**src/rtl/mlr_pkg.sv**
```systemverilog
// ----------------------------------------------------------------------------
// mlr_pkg
// Shared types and constants of the midpoint line rasterizer.
// ----------------------------------------------------------------------------
package mlr_pkg;

   // Screen geometry
   localparam int SCREEN_SIZE = 512;
   localparam int COORD_W     = 9;
   localparam int DELTA_W     = 10;
   localparam int DECISION_W  = 12;
   localparam int ADDR_W      = 18;
   localparam int COLOR_W     = 24;

   // Stream payload widths
   localparam int REQ_DATA_W  = 64;
   localparam int RSP_DATA_W  = 64;

   // Request kinds
   typedef enum logic [0:0] {
      KIND_LOAD = 1'b0,
      KIND_STEP = 1'b1
   } kind_type;

   // One request after unpacking
   typedef struct packed {
      kind_type             kind;
      logic [COORD_W-1:0]   x_start;
      logic [COORD_W-1:0]   y_start;
      logic [COORD_W-1:0]   x_end;
      logic [COORD_W-1:0]   y_end;
      logic [COLOR_W-1:0]   color;
   } req_item_type;

   // One plotted pixel
   typedef struct packed {
      logic [COORD_W-1:0]   x;
      logic [COORD_W-1:0]   y;
      logic [ADDR_W-1:0]    address;
      logic [COLOR_W-1:0]   color;
      logic                 last;
   } pixel_type;

endpackage

```
**src/rtl/midpoint_line_rasterizer.sv**
```systemverilog
// ----------------------------------------------------------------------------
// midpoint_line_rasterizer
// Midpoint line engine for all octants with a linear frame-buffer address.
// ----------------------------------------------------------------------------
// Takes one request per clock and, when a step request hits an active line,
// returns one pixel per clock. A load request (tuser 0) sets up a new line
// and gives no result; a step request (tuser 1) gives the next pixel, with
// tlast on the far endpoint; a step with no line active gives nothing.
// Each request is held in the input register, then passes the line state
// update into the result register, from which its pixel is driven on rsp;
// downstream backpressure stalls the input through the result register.
module midpoint_line_rasterizer
   import mlr_pkg::*;
(
   input  logic                  clock,
   input  logic                  reset,
   input  logic                  req_tvalid,
   output logic                  req_tready,
   // [8:0] x_start, [17:9] y_start, [26:18] x_end, [35:27] y_end,
   // [59:36] color, [63:60] zero
   input  logic [REQ_DATA_W-1:0] req_tdata,
   // [0] kind
   input  logic                  req_tuser,
   output logic                  rsp_tvalid,
   input  logic                  rsp_tready,
   // [8:0] pixel_x, [17:9] pixel_y, [35:18] pixel_address,
   // [59:36] pixel_color, [63:60] zero
   output logic [RSP_DATA_W-1:0] rsp_tdata,
   output logic                  rsp_tlast
);

   logic         item_valid;
   logic         item_fire;
   logic         stage_ready;
   logic         pixel_emit;
   req_item_type item;
   pixel_type    pixel;

   // Consume the held request when the result side can take its pixel
   assign item_fire = item_valid && stage_ready;

   mlr_req_stage u_req_stage (
      .clock      (clock),
      .reset      (reset),
      .req_tvalid (req_tvalid),
      .req_tready (req_tready),
      .req_tdata  (req_tdata),
      .req_tuser  (req_tuser),
      .item_take  (item_fire),
      .item_valid (item_valid),
      .item       (item)
   );

   mlr_core u_core (
      .clock      (clock),
      .reset      (reset),
      .item_fire  (item_fire),
      .item       (item),
      .pixel_emit (pixel_emit),
      .pixel      (pixel)
   );

   mlr_rsp_stage u_rsp_stage (
      .clock       (clock),
      .reset       (reset),
      .pixel_emit  (pixel_emit),
      .pixel       (pixel),
      .stage_ready (stage_ready),
      .rsp_tvalid  (rsp_tvalid),
      .rsp_tready  (rsp_tready),
      .rsp_tdata   (rsp_tdata),
      .rsp_tlast   (rsp_tlast)
   );

endmodule

```
**src/rtl/mlr_req_stage.sv**
```systemverilog
// ----------------------------------------------------------------------------
// mlr_req_stage
// Input register: captures one request per cycle and holds it until the
// line core consumes it.
// ----------------------------------------------------------------------------
module mlr_req_stage
   import mlr_pkg::*;
(
   input  logic                  clock,
   input  logic                  reset,
   input  logic                  req_tvalid,
   output logic                  req_tready,
   input  logic [REQ_DATA_W-1:0] req_tdata,
   input  logic                  req_tuser,
   input  logic                  item_take,
   output logic                  item_valid,
   output req_item_type          item
);

   logic         valid_ff;
   logic         valid_in;
   req_item_type item_ff;
   req_item_type item_in;

   // Accept when empty or when the held request leaves this cycle
   assign req_tready = !valid_ff || item_take;

   // Unpack the stream payload
   always_comb begin
      item_in         = item_ff;
      valid_in        = valid_ff && !item_take;
      if (req_tvalid && req_tready) begin
         valid_in        = 1'b1;
         item_in.kind    = kind_type'(req_tuser);
         item_in.x_start = req_tdata[8:0];
         item_in.y_start = req_tdata[17:9];
         item_in.x_end   = req_tdata[26:18];
         item_in.y_end   = req_tdata[35:27];
         item_in.color   = req_tdata[59:36];
      end
   end

   always_ff @(posedge clock) begin
      if (reset) begin
         valid_ff <= 1'b0;
      end else begin
         valid_ff <= valid_in;
      end
   end

   always_ff @(posedge clock) begin
      item_ff <= item_in;
   end

   assign item_valid = valid_ff;
   assign item       = item_ff;

endmodule

```
**src/rtl/mlr_core.sv**
```systemverilog
// ----------------------------------------------------------------------------
// mlr_core
// Line state and midpoint step logic: sets up a line on load and walks one
// pixel per step request.
// ----------------------------------------------------------------------------
module mlr_core
   import mlr_pkg::*;
(
   input  logic         clock,
   input  logic         reset,
   input  logic         item_fire,
   input  req_item_type item,
   output logic         pixel_emit,
   output pixel_type    pixel
);

   logic [COORD_W-1:0]    cur_x_ff, cur_x_in;
   logic [COORD_W-1:0]    cur_y_ff, cur_y_in;
   logic [COORD_W-1:0]    stop_x_ff, stop_x_in;
   logic [COORD_W-1:0]    stop_y_ff, stop_y_in;
   logic [DELTA_W-1:0]    delta_major_ff, delta_major_in;
   logic [DELTA_W-1:0]    delta_minor_ff, delta_minor_in;
   logic [DECISION_W-1:0] decision_ff, decision_in;
   logic                  major_y_ff, major_y_in;
   logic                  y_down_ff, y_down_in;
   logic [COLOR_W-1:0]    line_color_ff, line_color_in;
   logic                  active_ff, active_in;

   // Load setup terms
   logic                  swap;
   logic [COORD_W-1:0]    xa, ya, xb, yb;
   logic [COORD_W-1:0]    dx, ady;
   logic                  dy_neg, steep;
   logic [DELTA_W-1:0]    ld_major, ld_minor;

   // Step terms
   logic                  is_last, minor_step;
   logic [DECISION_W-1:0] inc_diag, inc_flat;
   logic [COORD_W-1:0]    x_inc, y_move;

   // Order endpoints by column, then row, and derive extents
   always_comb begin
      swap     = (item.x_start > item.x_end) ||
                 ((item.x_start == item.x_end) && (item.y_start > item.y_end));
      xa       = swap ? item.x_end   : item.x_start;
      ya       = swap ? item.y_end   : item.y_start;
      xb       = swap ? item.x_start : item.x_end;
      yb       = swap ? item.y_start : item.y_end;
      dx       = xb - xa;
      dy_neg   = yb < ya;
      ady      = dy_neg ? (ya - yb) : (yb - ya);
      steep    = ady > dx;
      ld_major = {1'b0, (steep ? ady : dx)};
      ld_minor = {1'b0, (steep ? dx : ady)};
   end

   // Midpoint step on the current pixel
   always_comb begin
      is_last    = major_y_ff ? (cur_y_ff == stop_y_ff) : (cur_x_ff == stop_x_ff);
      minor_step = !decision_ff[DECISION_W-1] && (|decision_ff);
      inc_flat   = {1'b0, delta_minor_ff, 1'b0};
      inc_diag   = {1'b0, delta_minor_ff, 1'b0} - {1'b0, delta_major_ff, 1'b0};
      x_inc      = cur_x_ff + COORD_W'(1);
      y_move     = y_down_ff ? (cur_y_ff - COORD_W'(1)) : (cur_y_ff + COORD_W'(1));
   end

   // Next state
   always_comb begin
      cur_x_in       = cur_x_ff;
      cur_y_in       = cur_y_ff;
      stop_x_in      = stop_x_ff;
      stop_y_in      = stop_y_ff;
      delta_major_in = delta_major_ff;
      delta_minor_in = delta_minor_ff;
      decision_in    = decision_ff;
      major_y_in     = major_y_ff;
      y_down_in      = y_down_ff;
      line_color_in  = line_color_ff;
      active_in      = active_ff;
      if (item_fire) begin
         case (item.kind)
            KIND_LOAD: begin
               cur_x_in       = xa;
               cur_y_in       = ya;
               stop_x_in      = xb;
               stop_y_in      = yb;
               delta_major_in = ld_major;
               delta_minor_in = ld_minor;
               decision_in    = {1'b0, ld_minor, 1'b0} - {2'b00, ld_major};
               major_y_in     = steep;
               y_down_in      = dy_neg;
               line_color_in  = item.color;
               active_in      = 1'b1;
            end
            KIND_STEP: begin
               if (active_ff) begin
                  if (is_last) begin
                     active_in = 1'b0;
                  end else begin
                     decision_in = decision_ff + (minor_step ? inc_diag : inc_flat);
                     if (major_y_ff) begin
                        cur_y_in = y_move;
                        if (minor_step) cur_x_in = x_inc;
                     end else begin
                        cur_x_in = x_inc;
                        if (minor_step) cur_y_in = y_move;
                     end
                  end
               end
            end
            default: begin
               active_in = active_ff;
            end
         endcase
      end
   end

   always_ff @(posedge clock) begin
      if (reset) begin
         active_ff <= 1'b0;
      end else begin
         active_ff <= active_in;
      end
   end

   always_ff @(posedge clock) begin
      cur_x_ff       <= cur_x_in;
      cur_y_ff       <= cur_y_in;
      stop_x_ff      <= stop_x_in;
      stop_y_ff      <= stop_y_in;
      delta_major_ff <= delta_major_in;
      delta_minor_ff <= delta_minor_in;
      decision_ff    <= decision_in;
      major_y_ff     <= major_y_in;
      y_down_ff      <= y_down_in;
      line_color_ff  <= line_color_in;
   end

   // Drive the current pixel
   always_comb begin
      pixel_emit    = item_fire && (item.kind == KIND_STEP) && active_ff;
      pixel.x       = cur_x_ff;
      pixel.y       = cur_y_ff;
      pixel.address = ADDR_W'(32'(cur_y_ff) * 32'(SCREEN_SIZE) + 32'(cur_x_ff));
      pixel.color   = line_color_ff;
      pixel.last    = is_last;
   end

endmodule

```
**src/rtl/mlr_rsp_stage.sv**
```systemverilog
// ----------------------------------------------------------------------------
// mlr_rsp_stage
// Result register: holds one pixel until the downstream side takes it.
// ----------------------------------------------------------------------------
module mlr_rsp_stage
   import mlr_pkg::*;
(
   input  logic                  clock,
   input  logic                  reset,
   input  logic                  pixel_emit,
   input  pixel_type             pixel,
   output logic                  stage_ready,
   output logic                  rsp_tvalid,
   input  logic                  rsp_tready,
   output logic [RSP_DATA_W-1:0] rsp_tdata,
   output logic                  rsp_tlast
);

   logic      valid_ff, valid_in;
   pixel_type pixel_ff, pixel_in;

   // Free when empty or when the held pixel drains this cycle
   assign stage_ready = !valid_ff || rsp_tready;

   always_comb begin
      pixel_in = pixel_ff;
      valid_in = valid_ff && !rsp_tready;
      if (pixel_emit) begin
         pixel_in = pixel;
         valid_in = 1'b1;
      end
   end

   always_ff @(posedge clock) begin
      if (reset) begin
         valid_ff <= 1'b0;
      end else begin
         valid_ff <= valid_in;
      end
   end

   always_ff @(posedge clock) begin
      pixel_ff <= pixel_in;
   end

   // Pack the result payload
   assign rsp_tvalid = valid_ff;
   assign rsp_tlast  = pixel_ff.last;
   assign rsp_tdata  = {4'b0000, pixel_ff.color, pixel_ff.address, pixel_ff.y, pixel_ff.x};

endmodule

```
**config.mk**
```make
export PLATFORM = sky130hd
export DESIGN_NAME = midpoint_line_rasterizer
export DESIGN_NICKNAME = d
export VERILOG_FILES = /design/src/rtl/mlr_pkg.sv /design/src/rtl/midpoint_line_rasterizer.sv /design/src/rtl/mlr_req_stage.sv /design/src/rtl/mlr_core.sv /design/src/rtl/mlr_rsp_stage.sv
export SDC_FILE = /design/constraint.sdc
export NUM_CORES = 1
export LEC_CHECK = 0
export CORE_MARGIN = 8
export CORE_UTILIZATION = 30
export DETAILED_ROUTE_END_ITERATION = 8
export DONT_BUFFER_PORTS = 1
export MAX_ROUTING_LAYER = met4
export PLACE_DENSITY_LB_ADDON = 0.15
export SLEW_MARGIN = 10
export SYNTH_ARGS = -nofsm -noshare
export SYNTH_HDL_FRONTEND = slang
export SYNTH_SLANG_ARGS = --single-unit
```
**constraint.sdc**
```tcl
create_clock -name clock -period 6.8 [get_ports clock]
set_input_delay 0.34 -clock clock [delete_from_list [all_inputs] [get_ports clock]]
set_output_delay 0.34 -clock clock [all_outputs]
set_load 0.05 [all_outputs]
```
==> results of run 1 <==
-- through the flow --
stage | setup slack, ns | instances
global route | -0.611 | 1699
global placement | -0.370 | 1569
floorplan | 0.00173 | 958
detailed placement | -0.442 | 1569
finish | -0.242 | 1699
CTS | -0.259 | 1686
-- metal layers --
layer  part of all wire  GRT usage
met5                  0          -
met4             0.0061     0.0249
met3              0.031     0.0223
met2               0.45      0.226
met1               0.51      0.203
-- cells in the mapped netlist, types with 9 or more instances --
cell / n / area (sq um)
xnor2_1: 36 / 315
o21ai_0: 51 / 255
nand2b_1: 13 / 81.3
a21o_1: 16 / 120
a21oi_1: 60 / 300
xor2_1: 28 / 245
nor2_1: 67 / 251
clkbuf_1: 15 / 56.3
mux2_2: 15 / 169
nor3_1: 13 / 65.1
inv_1: 67 / 251
buf_4: 24 / 180
o31ai_1: 9 / 67.6
edfxtp_1: 196 / 5890
nand3_1: 21 / 105
nand2_1: 76 / 285
a211oi_1: 13 / 97.6
ha_1: 65 / 813
-- logic make-up (layout without fill, tap and decap cells) --
family	count (synthesis)	in the layout	synth area share
AO/OA/AOI/OAI	235	235	0.143
AND/OR/NAND/NOR	243	244	0.106
adder cells (fa/ha/maj)	69	69	0.0813
multiplexers	25	25	0.0261
buffers and inverters	118	390	0.0505
XOR/XNOR	65	65	0.0525
other	1	4	0.000341
flip-flops	199	199	0.541
-- final cells by class --
type | count | share of cell area
multi-input cells | 642 | 0.331
inverters | 68 | 0.0178
clock buffers | 17 | 0.0290
clock inverters | 15 | 0.0150
well taps | 468 | 0.0400
repair buffers | 290 | 0.161
flip-flops and latches | 199 | 0.406
-- final timing paths --
| kind | slack [ns] | end |
|---|---|---|
| max | -0.24 | u_core.decision_ff[8]$_DFFE_PP_ |
| max reg2reg | -0.24 | u_core.decision_ff[8]$_DFFE_PP_ |
| min | 0.13 | u_rsp_stage.rsp_tvalid$_SDFF_PP0_ |
| min reg2reg | 0.42 | u_rsp_stage.rsp_tdata[36]$_DFFE_PP_ |
-- where the power goes --
part           switching [mW]  leakage (nW)  internal, mW
Clock                   0.560         0.304         0.516
Sequential             0.0637          1.86          1.53
Combinational            1.73          3.62          1.92
-- critical path, delay by kind of cell, from the launching register on --
family,cells,cell delay (ns)
and+or+nand+nor,10,1.26
xor gates and xnor gates,2,0.31
AOI/OAI and AO/OA,17,3.16
buffers and inverters,5,0.64
DFF,1,0.43
adders and majority gates,3,0.78
muxes,1,0.21
-- placed cells by master (no fill, tap or decap), types with 5 or more instances in the layout --
master	synthesis	layout
a21oi_2	2	9
a31oi_1	5	5
inv_2	1	5
mux2i_1	8	6
a21oi_1	60	53
inv_1	67	62
o211ai_1	7	7
o31ai_1	9	5
clkbuf_16	0	17
dlygate4sd3_1	0	63
o21a_1	8	7
nor3_1	13	10
clkinv_8	0	7
a211oi_1	13	12
o21bai_1	7	7
o21ai_1	6	9
o21ai_2	0	6
edfxtp_1	196	196
nor2_1	67	61
or3_1	7	6
nand2b_1	13	13
nand3_1	21	21
o21ai_0	51	42
nand2_1	76	74
nor4_1	5	5
mux2_2	15	14
xor2_1	28	28
ha_1	65	58
nand4_1	8	8
buf_4	24	222
ha_4	0	6
o22ai_1	7	7
nor2b_1	8	6
xnor2_1	36	35
a21o_1	16	15
-- registers in the layout, indices dropped and copies added, names as in the netlist, 9 cells and up --
| name | count |
|---|---|
| u_core.cur_x_ff | 9 |
| u_core.stop_x_ff | 9 |
| u_rsp_stage.rsp_tdata | 42 |
| u_core.line_color_ff | 24 |
| u_core.cur_y_ff | 9 |
| u_core.delta_minor_ff | 9 |
| u_core.stop_y_ff | 9 |
| u_core.delta_major_ff | 9 |
| u_req_stage.item | 61 |
| u_core.decision_ff | 12 |
-- what timing repair did --
item,in CTS,in global routing
pin swaps,11,38
gates cloned,1,0
hold buffers,63,0
setup endpoints to repair,7,10
endpoints found under the hold margin,64,0
buffers inserted,22,14
gates resized for setup,23,44
==> flow_summary.ini, run 1 <==
[finish]
seq_area_sq_um = 5950
multiInputGateArea_sq_um = 4850
design_area_sq_um = 14600
fin_nets = 1356
n_fill_cell = 3464
diodes = 0
drive_gt1_frac = 0.289
area_growth_syn_to_layout_pct = 33.2
utilization = 0.403

[synthesis]
synth_seq_cells = 199
synth.avg_cell_area_sq_um = 11.5
async_flop_share = 0
yosys_warnings = 0
ys_types = 81
synth_area_sq_um = 11000
ys_seq_area_frac = 0.541
ys.flop_type = edfxtp_1
synth_edf_count = 196
synthCells = 955

[timing]
setup-violations-final = 6
maxSlewViolCount = 0
holdWs_ns = 0.131
fin_ws_ns = -0.242
fin_skew_ns = 0.0121
max_freq_ghz = 0.142
setup_tns_ns = -0.927
worst_pin_slew_ns = 0.998
rsz0062_at_grt = yes
final-hold-violation-count = 0
max-slew-margin-rel = 0.336
fin_crit_ns = 7.04
min_period_over_period = 1.04

[power_and_ir_drop]
total_power_mw = 6.32
p_leak_nw = 5.79
p_per_area_nw_per_um2 = 432
irDropWorstVdd_v = 0.000292

[route]
firstDrtPassIters = 5
drc = 0
wire_per_inst_um = 17.8
drt_iter0_drc = 416
routed_wl_um = 30300
viasPerCell = 4.72
ant_nets = 0
vias = 8022

[clocking]
cts_root_buffer = clkbuf_16
cts_buffers = 17
htreeDepth = 4
cts_tree = built
clock_latency_ns = 0.45
cts.sinks = 199
clk_pin_slew_ns = 0.09
max-clock-path-buffers = 2

[placement]
dpl_cell_area_sq_um = 12800
dp_hpwl_um = 23500
io_buffer_count = 0
gp_congestion = 0.881

[critical_path]
cp-startpoint = u_req_stage.item[30]$_DFFE_PP_
crit_path_start_kind = register
path_max_fanout = 7
crit_slowest_cell = edfxtp_1
required_ns = 6.99
path_class = register to register
r2r_start = u_req_stage.item[30]$_DFFE_PP_
worst_setup_path_end_kind = register
reg2regPathDepth = 38
crit_arrival_ns = 7.24
cp_slowest_stage_delay_ns = 0.43

[worst_hold_path]
hold_depth = 3
hp-class = input port to register
holdCritStartpoint = rsp_tready

[floorplanning]
die_area_sq_um = 43000
initial_utilization = 0.302
fp.dieH_um = 207
coreArea_sq_um = 36300
row_count = 70
die_w_um = 207
io_pins = 136

[grt]
gr-total-overflow = 0
grt_antenna_before_repair = 0
grt_pass1_vias = 8185
grtUsageTotal = 0.146
grt_max_degree = 62
grt_pass1_wl_um = 47600

[status]
violations = setup timing
status = finished with violations

[flow_run]
maxCapViolations = 0
Note: power is estimated with default switching activity, not from simulation.
==> run 2, diff against run 1 <==
--- a/config.mk
+++ b/config.mk
@@ -5,10 +5,10 @@
 export SDC_FILE = /design/constraint.sdc
 export NUM_CORES = 1
 export LEC_CHECK = 0
+export BUFFER_PORTS_ARGS = -buffer_cell sky130_fd_sc_hd__buf_2
 export CORE_MARGIN = 8
 export CORE_UTILIZATION = 30
 export DETAILED_ROUTE_END_ITERATION = 8
-export DONT_BUFFER_PORTS = 1
 export MAX_ROUTING_LAYER = met4
 export PLACE_DENSITY_LB_ADDON = 0.15
 export SLEW_MARGIN = 10
==> run 2 against run 1 <==
The flow still finishes with violations (setup timing). Clock power about the same. Clock-buffer cell count unchanged. Global-route usage shrank 0.19 points. First-iteration DRC count fell by 6.0%. Power decreased by 1.1%. Register-to-register slack improved by 0.02 ns. Critical path type unchanged.
==> flow_summary.ini, run 2 (synthesis gave the netlist of run 1 again) <==
[floorplanning]
io_pins = 136
initial_utilization = 0.302
die_area_sq_um = 43000
fp.dieH_um = 207
row_count = 70
coreArea_sq_um = 36300
die_w_um = 207

[grt]
top_usage_layer = met2
grt_pass1_wl_um = 47400
grt_max_degree = 62
grt_pass1_vias = 8341
grt_antenna_before_repair = 1
use_met2 = 0.216
use_met3 = 0.0272
grtUsageTotal = 0.144
gr-total-overflow = 0
use_met1 = 0.193

[timing]
max-slew-margin-rel = 0.397
final-hold-violation-count = 0
maxSlewViolCount = 0
max_freq_ghz = 0.142
worst_pin_slew_ns = 0.902
min_period_over_period = 1.03
fin_crit_ns = 7.03
rsz0062_at_grt = yes
holdWs_ns = 0.0643
fin_ws_ns = -0.225
setup-violations-final = 6
fin_skew_ns = 0.0206

[clocking]
htreeDepth = 4
cts_tree = built
max-clock-path-buffers = 2
clock_latency_ns = 0.45
cts.sinks = 199
cts_buffers = 17
cts_root_buffer = clkbuf_16
clk_pin_slew_ns = 0.09
holdBufCountCts = 0

[status]
violations = setup timing
status = finished with violations

[flow_run]
maxCapViolations = 0

[finish]
largest_register_ffs = 61
mostFrequentLayoutCell = buf_4
area_growth_syn_to_layout_pct = 33.5
final_cell_mix = 206 x buf_4, 196 x edfxtp_1, 127 x buf_2, 71 x nand2_1, 64 x nor2_1
fin_nets = 1407
n_fill_cell = 3478
drive_gt1_frac = 0.368
fin_cells = 1751

[route]
drc = 0
drt_iter0_drc = 391
ant_nets = 0
firstDrtPassIters = 5
viasPerCell = 4.69
vias = 8213
routed_wl_um = 30300
wire_per_inst_um = 17.3

[critical_path]
crit_path_start_kind = register
path_class = register to register
crit_slowest_cell = or4_1
path_max_fanout = 8
crit_arrival_ns = 7.31
cp_slowest_stage_delay_ns = 0.47
required_ns = 7.08
worst_setup_path_end_kind = register

[placement]
dp_hpwl_um = 23700
io_buffer_count = 127
dp_cells = 1692
gp_congestion = 0.855

[power_and_ir_drop]
irDropWorstVdd_v = 0.000288
clkPwrFrac = 0.172
power.internal_mw = 3.92
power_switching_mw = 2.33
pwr-share-comb = 0.574
p_leak_nw = 5.99
sequentialPowerShare = 0.254
p_sw_frac = 0.373
p_per_area_nw_per_um2 = 426

[worst_hold_path]
hp-class = input port to register
[run 2: critical path, delay by kind of cell (launching register included)]
family	cells	cell delay, ns
adder cells (fa/ha/maj)	3	0.71
AO/OA/AOI/OAI	16	3.05
AND/OR/NAND/NOR	12	1.68
flip-flops	1	0.43
buffers and inverters	5	0.65
multiplexers	1	0.33
[run 2: power by group through the flow]
stage	combinational, mW	clock [mW]	sequential [mW]
after CTS	3.35	1.11	1.59
after global placement	2.92	0	1.61
after floorplan	1.79	0	1.61
after detailed placement	2.93	0	1.62
final	3.59	1.08	1.59
after global routing	3.92	1.16	1.60
[run 2: worst paths after layout]
check | startpoint | to | slack (ns) | cells after the start
setup / recovery | u_req_stage.item[30]$_DFFE_PP_ | u_core.decision_ff[9]$_DFFE_PP_ | -0.23 | 37
hold / removal | req_tdata[53] | u_req_stage.item[17]$_DFFE_PP_ | 0.06 | 1
setup reg to reg | u_req_stage.item[30]$_DFFE_PP_ | u_core.decision_ff[9]$_DFFE_PP_ | -0.23 | 37
hold reg to reg | u_core.line_color_ff[5]$_DFFE_PP_ | u_rsp_stage.rsp_tdata[41]$_DFFE_PP_ | 0.42 | 0
[run 2: through the flow]
stage	area [sq um]	power, mW	worst slack [ns]	util	TNS [ns]
2_1_floorplan	11100	3.40	0.00173	-	0
3_3_place_gp	13400	4.53	-0.477	0.369	-2.38
3_5_place_dp	13400	4.55	-0.630	0.369	-3.58
4_1_cts	14500	6.05	-0.252	0.399	-1.04
5_1_grt	14700	6.68	-0.571	0.404	-3.33
6_report	14700	6.25	-0.225	0.404	-0.848
[run 2: layout make-up]
class	count	area (sq um)	area share
sequential	199	5950	0.405
multi-input combinational	641	4950	0.337
timing repair buffer	342	2290	0.156
tap	468	586	0.0399
clock buffer	17	425	0.0290
inverter	68	260	0.0177
clock inverter	15	211	0.0144
antenna	1	2.50	0.000171
[run 2: metal layers]
layer | share of wire | routed length, um | up-vias
met3 | 0.042 | 1270 | 37
met4 | 0.024 | 732 | 0
met5 | 0 | 0 | -
met2 | 0.44 | 13500 | 186
met1 | 0.49 | 14900 | 3854
li1 | - | - | 4136
[run 2: timing repair]
item | 4_1_cts | 5_1_grt
gates resized for setup | 51 | 25
setup buffers | 19 | 8
endpoints found under the setup margin | 9 | 9
pin swaps | 44 | 32
hold endpoints to repair | 0 | 0
